<file path="config.mk">
export PLATFORM = sky130hd
export DESIGN_NAME = line_clip_to_window_unit
export DESIGN_NICKNAME = d
export VERILOG_FILES = /design/src/hdl/lcw_pkg.sv /design/src/hdl/lcw_ctrl.sv /design/src/hdl/lcw_dpath.sv /design/src/hdl/line_clip_to_window_unit.sv
export VERILOG_INCLUDE_DIRS = /design/src /design/src/hdl
export SDC_FILE = /design/constraint.sdc
export NUM_CORES = 2
export LEC_CHECK = 0
export ABC_AREA = 1
export ABC_CLOCK_PERIOD_IN_PS = 5800
export BUFFER_PORTS_ARGS = -buffer_cell sky130_fd_sc_hd__buf_4
export CELL_PAD_IN_SITES_DETAIL_PLACEMENT = 2
export CELL_PAD_IN_SITES_GLOBAL_PLACEMENT = 2
export CORE_ASPECT_RATIO = 1.25
export CORE_MARGIN = 1
export CORE_UTILIZATION = 35
export DETAILED_ROUTE_END_ITERATION = 16
export GPL_TIMING_DRIVEN = 0
export PLACE_DENSITY = 0.86
export SYNTH_ARGS = -nofsm -noshare
export SYNTH_HDL_FRONTEND = slang
export SYNTH_HIERARCHICAL = 1
export SYNTH_SLANG_ARGS = --single-unit
</file>
<file path="constraint.sdc">
create_clock -name clk -period 5.8 [get_ports clk]
set_clock_uncertainty 0.1 [all_clocks]
set_input_delay 1.16 -clock clk [delete_from_list [all_inputs] [get_ports clk]]
set_output_delay 1.16 -clock clk [all_outputs]
set_load 0.02 [all_outputs]
</file>
<file path="src/hdl/line_clip_to_window_unit_assert.svh">
`ifndef LINE_CLIP_TO_WINDOW_UNIT_ASSERT_SVH
`define LINE_CLIP_TO_WINDOW_UNIT_ASSERT_SVH
// implication checked on every clock edge outside reset
`define LCW_ASSERT(lbl, prop, msg) \
	lbl: assert property (@(posedge clk) disable iff (!arst_n) prop) else $error(msg);
// condition that must hold in the cycle after a trigger
`define LCW_ASSERT_NEXT(lbl, trig, cond, msg) \
	lbl: assert property (@(posedge clk) disable iff (!arst_n) (trig) |=> (cond)) \
		else $error(msg);
`endif

</file>
<file path="src/hdl/lcw_pkg.sv">
package lcw_pkg;
	localparam int COORD_WIDTH_DEF = 16;
	localparam int MAX_PASSES = 8;
	localparam int PASS_W = 4;

	localparam int CODE_TOP = 0;
	localparam int CODE_BOTTOM = 1;
	localparam int CODE_RIGHT = 2;
	localparam int CODE_LEFT = 3;

	localparam logic [1:0] REG_LEFT = 2'd0;
	localparam logic [1:0] REG_RIGHT = 2'd1;
	localparam logic [1:0] REG_BOTTOM = 2'd2;
	localparam logic [1:0] REG_TOP = 2'd3;

	typedef enum logic [2:0] {
		ST_IDLE,
		ST_CHECK,
		ST_MUL,
		ST_DIV,
		ST_UPD,
		ST_DONE
	} lcw_state_t;

	typedef struct packed {
		logic load;
		logic setup;
		logic mul;
		logic div;
		logic upd;
		logic fin;
		logic fin_acc;
	} lcw_cmd_t;

	typedef struct packed {
		logic both_zero;
		logic and_nz;
		logic d_zero;
		logic div_last;
	} lcw_stat_t;
endpackage

</file>
<file path="src/hdl/lcw_ctrl.sv">
module lcw_ctrl (
	input  logic              clk,
	input  logic              arst_n,
	input  logic              start,
	input  lcw_pkg::lcw_stat_t stat,
	output lcw_pkg::lcw_cmd_t  cmd,
	output logic              busy,
	output logic              done
);
	lcw_pkg::lcw_state_t state_q, state_d;
	logic [lcw_pkg::PASS_W-1:0] pass_q;

	always_ff @(posedge clk or negedge arst_n) begin
		if (!arst_n) begin
			state_q <= lcw_pkg::ST_IDLE;
			pass_q <= '0;
		end else begin
			state_q <= state_d;
			if (cmd.load)
				pass_q <= '0;
			else if (cmd.upd)
				pass_q <= pass_q + 1'b1;
		end
	end

	always_comb begin
		state_d = state_q;
		cmd = '0;
		busy = (state_q != lcw_pkg::ST_IDLE);
		done = 1'b0;
		unique case (state_q)
			lcw_pkg::ST_IDLE: begin
				if (start) begin
					cmd.load = 1'b1;
					state_d = lcw_pkg::ST_CHECK;
				end
			end
			lcw_pkg::ST_CHECK: begin
				if (stat.both_zero) begin
					cmd.fin = 1'b1;
					cmd.fin_acc = 1'b1;
					state_d = lcw_pkg::ST_DONE;
				end else if (stat.and_nz || stat.d_zero
						|| pass_q == lcw_pkg::PASS_W'(lcw_pkg::MAX_PASSES)) begin
					cmd.fin = 1'b1;
					state_d = lcw_pkg::ST_DONE;
				end else begin
					cmd.setup = 1'b1;
					state_d = lcw_pkg::ST_MUL;
				end
			end
			lcw_pkg::ST_MUL: begin
				cmd.mul = 1'b1;
				state_d = lcw_pkg::ST_DIV;
			end
			lcw_pkg::ST_DIV: begin
				cmd.div = 1'b1;
				if (stat.div_last)
					state_d = lcw_pkg::ST_UPD;
			end
			lcw_pkg::ST_UPD: begin
				cmd.upd = 1'b1;
				state_d = lcw_pkg::ST_CHECK;
			end
			lcw_pkg::ST_DONE: begin
				done = 1'b1;
				state_d = lcw_pkg::ST_IDLE;
			end
			default: state_d = lcw_pkg::ST_IDLE;
		endcase
	end
endmodule

</file>
<file path="src/hdl/lcw_dpath.sv">
module lcw_dpath #(
	parameter int COORD_WIDTH = lcw_pkg::COORD_WIDTH_DEF
) (
	input  logic                          clk,
	input  logic                          arst_n,
	input  logic                          cfg_we,
	input  logic [1:0]                    cfg_addr,
	input  logic [COORD_WIDTH-1:0]        cfg_wdata,
	input  logic signed [COORD_WIDTH-1:0] start_x,
	input  logic signed [COORD_WIDTH-1:0] start_y,
	input  logic signed [COORD_WIDTH-1:0] end_x,
	input  logic signed [COORD_WIDTH-1:0] end_y,
	input  lcw_pkg::lcw_cmd_t             cmd,
	output lcw_pkg::lcw_stat_t            stat,
	output logic                          accepted,
	output logic signed [COORD_WIDTH-1:0] clip_start_x,
	output logic signed [COORD_WIDTH-1:0] clip_start_y,
	output logic signed [COORD_WIDTH-1:0] clip_end_x,
	output logic signed [COORD_WIDTH-1:0] clip_end_y
);
	localparam int W = COORD_WIDTH;
	localparam int PW = 2 * W + 2;
	localparam int CW = $clog2(PW);

	logic signed [W-1:0] left_q, right_q, bottom_q, top_q;
	logic signed [W-1:0] x0_q, y0_q, x1_q, y1_q;
	logic [3:0] c0, c1, c;
	logic vert;
	logic signed [W-1:0] edge_v, base_v;
	logic signed [W:0] a_v, b_v, d_v;
	logic [W:0] ua_q, ub_q, ud_q, rem_q;
	logic neg_q, vert_q, move0_q;
	logic signed [W-1:0] edge_q, base_q;
	logic [PW-1:0] p_q;
	logic [CW-1:0] cnt_q;
	logic [W+1:0] r2, r2_sub;
	logic signed [W+1:0] q_ext, sum;
	logic signed [W-1:0] new_v;

	always_ff @(posedge clk or negedge arst_n) begin
		if (!arst_n) begin
			left_q <= '0;
			right_q <= '0;
			bottom_q <= '0;
			top_q <= '0;
		end else if (cfg_we) begin
			unique case (cfg_addr)
				lcw_pkg::REG_LEFT:   left_q <= cfg_wdata;
				lcw_pkg::REG_RIGHT:  right_q <= cfg_wdata;
				lcw_pkg::REG_BOTTOM: bottom_q <= cfg_wdata;
				lcw_pkg::REG_TOP:    top_q <= cfg_wdata;
				default: ;
			endcase
		end
	end

	always_comb begin
		c0 = '0;
		c1 = '0;
		c0[lcw_pkg::CODE_TOP] = y0_q > top_q;
		c0[lcw_pkg::CODE_BOTTOM] = y0_q < bottom_q;
		c0[lcw_pkg::CODE_RIGHT] = x0_q > right_q;
		c0[lcw_pkg::CODE_LEFT] = x0_q < left_q;
		c1[lcw_pkg::CODE_TOP] = y1_q > top_q;
		c1[lcw_pkg::CODE_BOTTOM] = y1_q < bottom_q;
		c1[lcw_pkg::CODE_RIGHT] = x1_q > right_q;
		c1[lcw_pkg::CODE_LEFT] = x1_q < left_q;
		c = (c0 != '0) ? c0 : c1;
		vert = c[lcw_pkg::CODE_TOP] | c[lcw_pkg::CODE_BOTTOM];
		if (vert) begin
			edge_v = c[lcw_pkg::CODE_TOP] ? top_q : bottom_q;
			base_v = x0_q;
			a_v = {x1_q[W-1], x1_q} - {x0_q[W-1], x0_q};
			b_v = {edge_v[W-1], edge_v} - {y0_q[W-1], y0_q};
			d_v = {y1_q[W-1], y1_q} - {y0_q[W-1], y0_q};
		end else begin
			edge_v = c[lcw_pkg::CODE_LEFT] ? left_q : right_q;
			base_v = y0_q;
			a_v = {y1_q[W-1], y1_q} - {y0_q[W-1], y0_q};
			b_v = {edge_v[W-1], edge_v} - {x0_q[W-1], x0_q};
			d_v = {x1_q[W-1], x1_q} - {x0_q[W-1], x0_q};
		end
		stat.both_zero = (c0 == '0) && (c1 == '0);
		stat.and_nz = (c0 & c1) != '0;
		stat.d_zero = (d_v == '0);
		stat.div_last = (cnt_q == CW'(PW - 1));
	end

	assign r2 = {rem_q, p_q[PW-1]};
	assign r2_sub = r2 - {1'b0, ud_q};
	assign q_ext = $signed({1'b0, p_q[W:0]});
	assign sum = {{2{base_q[W-1]}}, base_q} + (neg_q ? -q_ext : q_ext);
	assign new_v = sum[W-1:0];

	always_ff @(posedge clk) begin
		if (cmd.load) begin
			x0_q <= start_x;
			y0_q <= start_y;
			x1_q <= end_x;
			y1_q <= end_y;
		end else if (cmd.upd) begin
			if (move0_q) begin
				x0_q <= vert_q ? new_v : edge_q;
				y0_q <= vert_q ? edge_q : new_v;
			end else begin
				x1_q <= vert_q ? new_v : edge_q;
				y1_q <= vert_q ? edge_q : new_v;
			end
		end
		if (cmd.setup) begin
			ua_q <= a_v[W] ? -a_v : a_v;
			ub_q <= b_v[W] ? -b_v : b_v;
			ud_q <= d_v[W] ? -d_v : d_v;
			neg_q <= a_v[W] ^ b_v[W] ^ d_v[W];
			vert_q <= vert;
			move0_q <= (c0 != '0);
			edge_q <= edge_v;
			base_q <= base_v;
		end
		if (cmd.mul) begin
			p_q <= PW'(ua_q) * PW'(ub_q);
			rem_q <= '0;
			cnt_q <= '0;
		end else if (cmd.div) begin
			if (!r2_sub[W+1]) begin
				rem_q <= r2_sub[W:0];
				p_q <= {p_q[PW-2:0], 1'b1};
			end else begin
				rem_q <= r2[W:0];
				p_q <= {p_q[PW-2:0], 1'b0};
			end
			cnt_q <= cnt_q + 1'b1;
		end
		if (cmd.fin) begin
			clip_start_x <= cmd.fin_acc ? x0_q : '0;
			clip_start_y <= cmd.fin_acc ? y0_q : '0;
			clip_end_x <= cmd.fin_acc ? x1_q : '0;
			clip_end_y <= cmd.fin_acc ? y1_q : '0;
		end
	end

	always_ff @(posedge clk or negedge arst_n) begin
		if (!arst_n)
			accepted <= 1'b0;
		else if (cmd.fin)
			accepted <= cmd.fin_acc;
	end
endmodule

</file>
<file path="src/hdl/line_clip_to_window_unit.sv">
// Cohen-Sutherland segment clipper. Pulse start while busy is low to launch one
// segment; the result appears on accepted and clip_* for exactly one cycle with
// done high and cannot be stalled, so the receiver must take it then. Each
// clipping pass runs the region test, the multiply, the bit-serial divider and
// an update; a segment in a proper window needs up to four passes, and the next
// segment is taken in the cycle after done, as busy holds start off until then.
// An inverted window can run to the eight-pass limit. Window registers are to
// be written by the user through cfg_we/cfg_addr/cfg_wdata only while the unit
// is idle; the block itself does not enforce it.
module line_clip_to_window_unit #(
	parameter int COORD_WIDTH = lcw_pkg::COORD_WIDTH_DEF
) (
	input  logic                          clk,
	input  logic                          arst_n,
	input  logic                          cfg_we,
	input  logic [1:0]                    cfg_addr,
	input  logic [COORD_WIDTH-1:0]        cfg_wdata,
	input  logic                          start,
	output logic                          busy,
	input  logic signed [COORD_WIDTH-1:0] start_x,
	input  logic signed [COORD_WIDTH-1:0] start_y,
	input  logic signed [COORD_WIDTH-1:0] end_x,
	input  logic signed [COORD_WIDTH-1:0] end_y,
	output logic                          done,
	output logic                          accepted,
	output logic signed [COORD_WIDTH-1:0] clip_start_x,
	output logic signed [COORD_WIDTH-1:0] clip_start_y,
	output logic signed [COORD_WIDTH-1:0] clip_end_x,
	output logic signed [COORD_WIDTH-1:0] clip_end_y
);
	lcw_pkg::lcw_cmd_t cmd;
	lcw_pkg::lcw_stat_t stat;

	lcw_ctrl u_ctrl (
		.clk   (clk),
		.arst_n(arst_n),
		.start (start),
		.stat  (stat),
		.cmd   (cmd),
		.busy  (busy),
		.done  (done)
	);

	lcw_dpath #(
		.COORD_WIDTH(COORD_WIDTH)
	) u_dpath (
		.clk         (clk),
		.arst_n      (arst_n),
		.cfg_we      (cfg_we),
		.cfg_addr    (cfg_addr),
		.cfg_wdata   (cfg_wdata),
		.start_x     (start_x),
		.start_y     (start_y),
		.end_x       (end_x),
		.end_y       (end_y),
		.cmd         (cmd),
		.stat        (stat),
		.accepted    (accepted),
		.clip_start_x(clip_start_x),
		.clip_start_y(clip_start_y),
		.clip_end_x  (clip_end_x),
		.clip_end_y  (clip_end_y)
	);

`include "line_clip_to_window_unit_assert.svh"

	`LCW_ASSERT(a_done_busy, done |-> busy, "done outside busy")
	`LCW_ASSERT_NEXT(a_done_idle, done, !busy, "busy after done")
	`LCW_ASSERT(a_rose_busy, $rose(busy) |-> $past(start), "busy without start")
	`LCW_ASSERT(a_reject_zero, (done && !accepted) |-> (clip_start_x == '0 && clip_end_y == '0),
		"rejected segment not zeroed")
endmodule

</file>
== Yosys cells after proc, flatten, opt, wreduce, memory -nomap -nowiden ==
Cells that the tools add are included.

* Register bits after elaboration: 343
* Latch bits: 0
* Memory bits (writable): 0
* ROM bits: 0
* Logic and storage cells: 138
* Memories: 0

* Add/subtract/negate cells: 12
* $mul: 1
* Divide/modulo/power cells: 0
* Order comparisons: 8
* Equality and inequality tests: 13
* Shifts and indexed selects: 0
* Multiplexer cells: 50
* Bitwise logic cells: 4
* Reduce and logical (&&, ||, !) cells: 21

{| class="wikitable"
|+ Operators by type and width
! operator !! count
|-
| $mux W16 || 22
|-
| $mux W17 || 4
|-
| $mux W34 || 2
|-
| $sub A16 B16 Y17 || 4
|-
| $gt A16 B16 Y1 || 4
|-
| $lt A16 B16 Y1 || 4
|-
| $neg A17 Y17 || 3
|-
| $mul A17 B17 Y34 || 1
|-
| $sub A18 B17 Y18 || 1
|-
| $logic_not A17 Y1 || 1
|-
| $add A16 B16 Y16 || 1
|-
| $neg A16 Y16 || 1
|-
| $pmux W3 S5 || 1
|-
| $reduce_and A2 Y1 || 7
|-
| $mux W1 || 13
|-
| $mux W3 || 4
|-
| $mux W4 || 3
|-
| $logic_not A4 Y1 || 2
|-
| $reduce_bool A4 Y1 || 2
|-
| $add A6 B1 Y6 const B || 1
|-
| $eq A3 B2 Y1 const B || 2
|-
| $eq A3 B3 Y1 const B || 2
|-
| $eq A6 B6 Y1 const B || 1
|-
| $ne A2 B2 Y1 const B || 3
|-
| other kinds (15) || 20
|}

== Depth between registers and ports, before layout ==
* Depth in word-level cells: 11
* Depth in mapped cells: 43
* Gate-level depth less buffers: 42

== Modules after synthesis ==
The synthesis kept the hierarchy.

{| class="wikitable"
|+ Modules (own cells, without submodules)
! module !! times used !! cells an instance !! area an instance (µm²) !! seq. area each (µm²)
|-
| lcw_dpath || 1 || 4181 || 32781.4 || 9534.1
|-
| lcw_ctrl || 1 || 63 || 480.5 || 175.2
|}

== Least setup slack after synthesis ==
Ideal clock, no wire load.

* Kind: register to register
* From: reg u_dpath.ua_q[5]
* To: reg u_dpath.p_q[30] (data pin)
* Library setup time: 0.254 ns
* Data arrival time: 5.958 ns
* Data required time: 5.446 ns
* Slack: -0.511 ns
* Stages on the path, launching flop included: 27
* Buffers on the path: 2
* Period minus slack after synthesis: 6.311 ns
* Cell sequence: edfxtp_1 -> clkbuf_1 -> clkbuf_1 -> nand2_1 -> fa_1 -> inv_1 -> fa_1 -> inv_1 -> fa_1 -> inv_1 -> fa_1 -> fa_1 -> inv_1 -> fa_1 -> inv_1 -> ha_1 -> a21oi_1 -> nor2_1 -> nor2_1 -> nand2_1 -> a21boi_0 -> o21ai_0 -> a21oi_1 -> o21ai_0 -> or2_2 -> nand3_1 -> nand2_1

* Cells in the longest elaborated chain, start to end: 2

{| class="wikitable"
|+ Ends and longest elaborated chain
! element !! line !! text
|-
| start, declared || lcw_dpath.sv:31 || <nowiki>logic [W:0] ua_q, ub_q, ud_q, rem_q;</nowiki>
|-
| start signal, assigned || lcw_dpath.sv:111 || <nowiki>ua_q <= a_v[W] ? -a_v : a_v;</nowiki>
|-
| $mul A17 B17 Y34 || lcw_dpath.sv:121 || <nowiki>p_q <= PW'(ua_q) * PW'(ub_q);</nowiki>
|-
| $mux W34 || lcw_dpath.sv:120 || <nowiki>if (cmd.mul) begin</nowiki>
|-
| end signal, assigned || lcw_dpath.sv:121 ||
|-
| end signal, assigned || lcw_dpath.sv:127 || <nowiki>p_q <= {p_q[PW-2:0], 1'b1};</nowiki>
|-
| end signal, assigned || lcw_dpath.sv:130 || <nowiki>p_q <= {p_q[PW-2:0], 1'b0};</nowiki>
|-
| end, declared || lcw_dpath.sv:34 || <nowiki>logic [PW-1:0] p_q;</nowiki>
|}

Every way passes these cells.
A chain may end at the register's enable or synchronous reset.

== Worst setup path after layout ==
* From: reg u_dpath.ua_q[15]
* To: reg u_dpath.p_q[30] (data pin)

Same word-level chain as after synthesis.

==> flow_results.org <==
** Route
- DR pass1 iterations :: 5
- Iteration-0 DRC count of the detailed router :: 2068
- The routed layout has around 34000 vias.
- Wire length after detailed routing :: roughly 190 mm
- Final routed DRC violation total :: 0
- After detailed routing, the average wire length per cell comes to 31.63 um.
- Once detail routing completed, the nets flagged for antenna violations numbered 0.
- Via-per-instance ratio :: about 5.7

** Finish
- Layout net count :: between 5000 and 6000
- The finished cells cover 0.04142 mm2.
- The layout has 10430 filler cells.
- The area growth from synthesis to layout is 24.54%.
- Fraction of layout instances using a drive strength above 1 :: 18.58%
- Final core occ :: 43.94%

** Critical path
- Data on the critical path arrives at its endpoint at 7.04 ns.
- STA classifies the critical path endpoint as a flip-flop.
- The worst register-to-register path has a setup slack of -0.98 ns.
- Among all stages on the critical path, the largest delay is contributed by fa_1.
- For this run, the slowest stage of the critical path takes 0.71 ns.
- Counting both buffers and inverters, the worst setup path holds a total of 8.
- For the worst setup path, the data required time is 6.06 ns.
- Path type of the worst setup path :: flip-flop to flip-flop
- STA classifies the critical path startpoint as a flip-flop.
- Of all nets on the critical path, the largest fanout is 7.
- Grouping stages by cell kind, the critical path spends the most delay in adder cells.
- Reg-to-Reg Start :: u_dpath/ua_q[15]
- Path depth of the worst reg2reg path :: 25
- Worst flop-to-flop path endpoint :: u_dpath/p_q[30]

** Timing
- RSZ-0062 raised after global routing :: yes
- Setup WS post-layout :: -0.9800 ns
- Headroom to the max-slew limit came out at -10.90%.
- Final count of negative-setup-slack endpoints :: 26
- Number of endpoints with negative hold slack in the final report :: 0
- Tmin final :: 6.780 ns
- For this run, the top clock speed supported by timing is 147.5 MHz.
- At the pin with the least slew margin, the transition time is about 1.6 ns.
- The number of max-slew violations in the final report came to 6.
- Worst hold margin :: 0.3888 ns
- Post-route clock period utilization :: 116.9%

** Logic synthesis
- During synthesis, Yosys emitted a total of 6 warnings.
- The netlist uses 53 different library cells.
- Share of async-settable or async-resettable flops after synthesis :: between 20% and 30%
- The mapped netlist covers 0.03326 mm2.
- Of the post-synthesis cell area, the dominant cell type holds around 22%.
- After synthesis, the mean cell area works out to 7.837 um2.
- Synthesis-stage register bit count :: 343
- The number of nets handed over by synthesis was 4897.
- Sequential cells were found to cover 29.19% of the synthesized design area.
- By area the synthesized netlist is led by edfxtp_1 22%, nand2_1 14%, fa_1 14%.
- Syn Inst Count :: 4244
- In the post-synthesis netlist, the cell with the most instances is nand2_1.
- The commonest cells after synthesis are 1228 x nand2_1, 853 x inv_1, 337 x ha_1, 272 x o21ai_0, 248 x edfxtp_1.
- Dominant register cell in the synthesized netlist :: edfxtp_1
- Number of flops mapped to enable cells by yosys :: 248
- The biggest area contributor in the post-synthesis netlist is edfxtp_1.

** Global routing
- Entering global routing, the biggest net connects 73 pins.
- Wire length of the first global-routing pass :: approximately 250 mm
- For this run the aggregate overflow at the end of global routing stands at 0.
- The number of global-route vias before repair came to 37520.
- Global routing consumed, over all layers together, 35.72% of the routing resources.
- The initial antenna violation count is 4.

** Clocking
- Cts bufs inserted :: 40
- Worst-Skew Late Latency :: a little over 0.6 ns
- The tree is rooted in a clkbuf_16.
- H-tree depth :: 2
- Number of buffers added to fix hold violations after cts :: 0
- CTS clock-pin slew for the worst setup and hold paths :: 0.07 ns
- Clock tree from TritonCTS :: built
- Counting along the longest clock path gives a buffer depth of 3.
- For this design, the sink count on the clock tree is 343.

** Floorplan
- Floorplan row count :: 126
- Initial core utilization :: 35.28%
- The floorplan step set the die height to 346.7 um.
- Area of the die :: 0.09628 mm2
- X dimension of the die :: ~280 um
- Number of top-level pins :: 153
- Area of the core :: 0.09428 mm2

** Worst hold path
- Start point of the worst min-delay path :: u_dpath/top_q[15]
- Number of cells on the worst hold path :: 2
- The tightest min-delay check is of the flip-flop to flip-flop type.
- Hold worst-path end :: u_dpath/top_q[15]

** Placed design
- The congestion estimate from routability-driven global placement came to 1.002.
- Detailed placement HPWL :: between 100 and 150 mm
- Port Buffer Count :: about 150
- Summing all placed instances gives a cell area of about 0.036 mm2.
- OpenSTA, run right after detailed placement, puts the worst setup slack at -1.354 ns.

** Run status
- The run finished, with violations left.
- Violated checks :: capacitance limit, slew limit, setup timing

** Job
- Max cap viols :: 2
repair_timing:
item	in CTS	in global routing
buffers inserted	136	49
resized for setup	289	276
cloned	3	0
pin swaps	119	92
endpoints found under the setup margin	126	122
per-stage QoR:
stage,setup TNS [ns],cells
CTS,-2.139,5827
global route,-18.49,5876
finish,-12.71,5879
detailed placement,-44.04,5618
global placement,-213.24,5612
floorplan,-0.001149,4244
how the worst max path moves through the flow:
stage                            end              from  slack, ns  depth (start not counted)
floorplan            u_dpath/p_q[30]   u_dpath/ua_q[6]     -0.001                         26
global placement    u_dpath/accepted  u_dpath/x0_q[15]      -1.42                         25
detailed placement   u_dpath/p_q[30]  u_dpath/ua_q[16]      -1.35                         25
CTS                  u_dpath/p_q[30]   u_dpath/ua_q[7]      -0.38                         25
global route         u_dpath/p_q[32]   u_dpath/ub_q[6]      -1.05                         25
finish               u_dpath/p_q[30]  u_dpath/ua_q[15]      -0.98                         25
worst reg2reg max path, stage by stage (launching register included):
cell       delay [ns]
edfxtp_1         0.43
buf_8            0.15
clkbuf_16        0.15
nand2_1          0.20
fa_1             0.71
inv_1            0.11
ha_1             0.37
fa_1             0.55
inv_1            0.09
fa_1             0.59
inv_2            0.05
fa_1             0.49
inv_2            0.05
fa_2             0.70
inv_2            0.09
ha_4             0.26
a21oi_4          0.16
inv_2            0.07
a31oi_4          0.15
a21boi_4         0.25
o21ai_4          0.09
a21oi_2          0.23
o21ai_2          0.10
or2_4            0.25
nand3_4          0.09
nand2_2          0.05
kinds of logic after synthesis:
group	Yosys count	share of synthesized area [%]
and+or+nand+nor	1576	19.02
muxes	3	0.09404
DFF	343	29.19
xor gates and xnor gates	150	3.950
buffers and inverters	1017	11.65
AOI/OAI and AO/OA	588	9.574
adders and majority gates	567	26.52
cells in the final DEF, fill, tap and decap left out, types with 10 or more instances in the layout:
| master | count |
|---|---|
| nand2_4 | 14 |
| dfrtp_1 | 68 |
| o21ai_1 | 49 |
| buf_6 | 31 |
| buf_12 | 16 |
| a31oi_1 | 12 |
| nor2_4 | 11 |
| fa_2 | 29 |
| clkbuf_16 | 67 |
| xor2_1 | 91 |
| inv_2 | 78 |
| a21oi_2 | 18 |
| inv_1 | 781 |
| buf_8 | 10 |
| o21ai_0 | 219 |
| nand2_2 | 60 |
| nand3_1 | 118 |
| nor2_1 | 115 |
| fa_1 | 201 |
| xnor2_1 | 43 |
| nor2_2 | 13 |
| dfxtp_1 | 23 |
| buf_2 | 12 |
| a21o_1 | 10 |
| ha_1 | 307 |
| nand4_1 | 24 |
| o21ai_2 | 30 |
| buf_4 | 307 |
| xnor2_2 | 10 |
| ha_4 | 24 |
| nor3_1 | 28 |
| edfxtp_1 | 248 |
| clkbuf_1 | 62 |
| nand2_1 | 1162 |
| clkbuf_8 | 31 |
| a21oi_1 | 180 |
sequential cells by signal (all words and copies together), names as in the netlist, 17 cells and up:
register,flops
u_dpath/p_q,34
u_dpath/ud_q,17
u_dpath/rem_q,17
u_dpath/ua_q,17
u_dpath/ub_q,17
area by class of cell:
cell class / count / area (um2) / area share (%)
Timing Repair Buffer: 347 / 2957 / 7.137
Clock buffer: 54 / 1147 / 2.770
Inverter: 865 / 3264 / 7.881
Sequential cell: 343 / 9714 / 23.45
Multi-Input combinational cell: 2885 / 21120 / 50.98
Buffer: 147 / 1499 / 3.619
Antenna cell: 3 / 7.507 / 0.01812
Clock inverter: 19 / 196.4 / 0.4742
Tap cell: 1216 / 1521 / 3.673
layer usage:
metal / GRT usage (%) / vias to the layer above / routed length, um / share of wire (%)
met5: 0 / - / 34 / 0.018
met2: 64.03 / 1668 / 92120 / 50
met3: 6.103 / 969 / 10500 / 5.6
met4: 37.03 / 6 / 23650 / 13
met1: 33.36 / 16910 / 59670 / 32
li1: - / 14060 / - / -
Power is not shown: default switching activity piles up to over one toggle a cycle in this logic, so the estimate is an artifact.
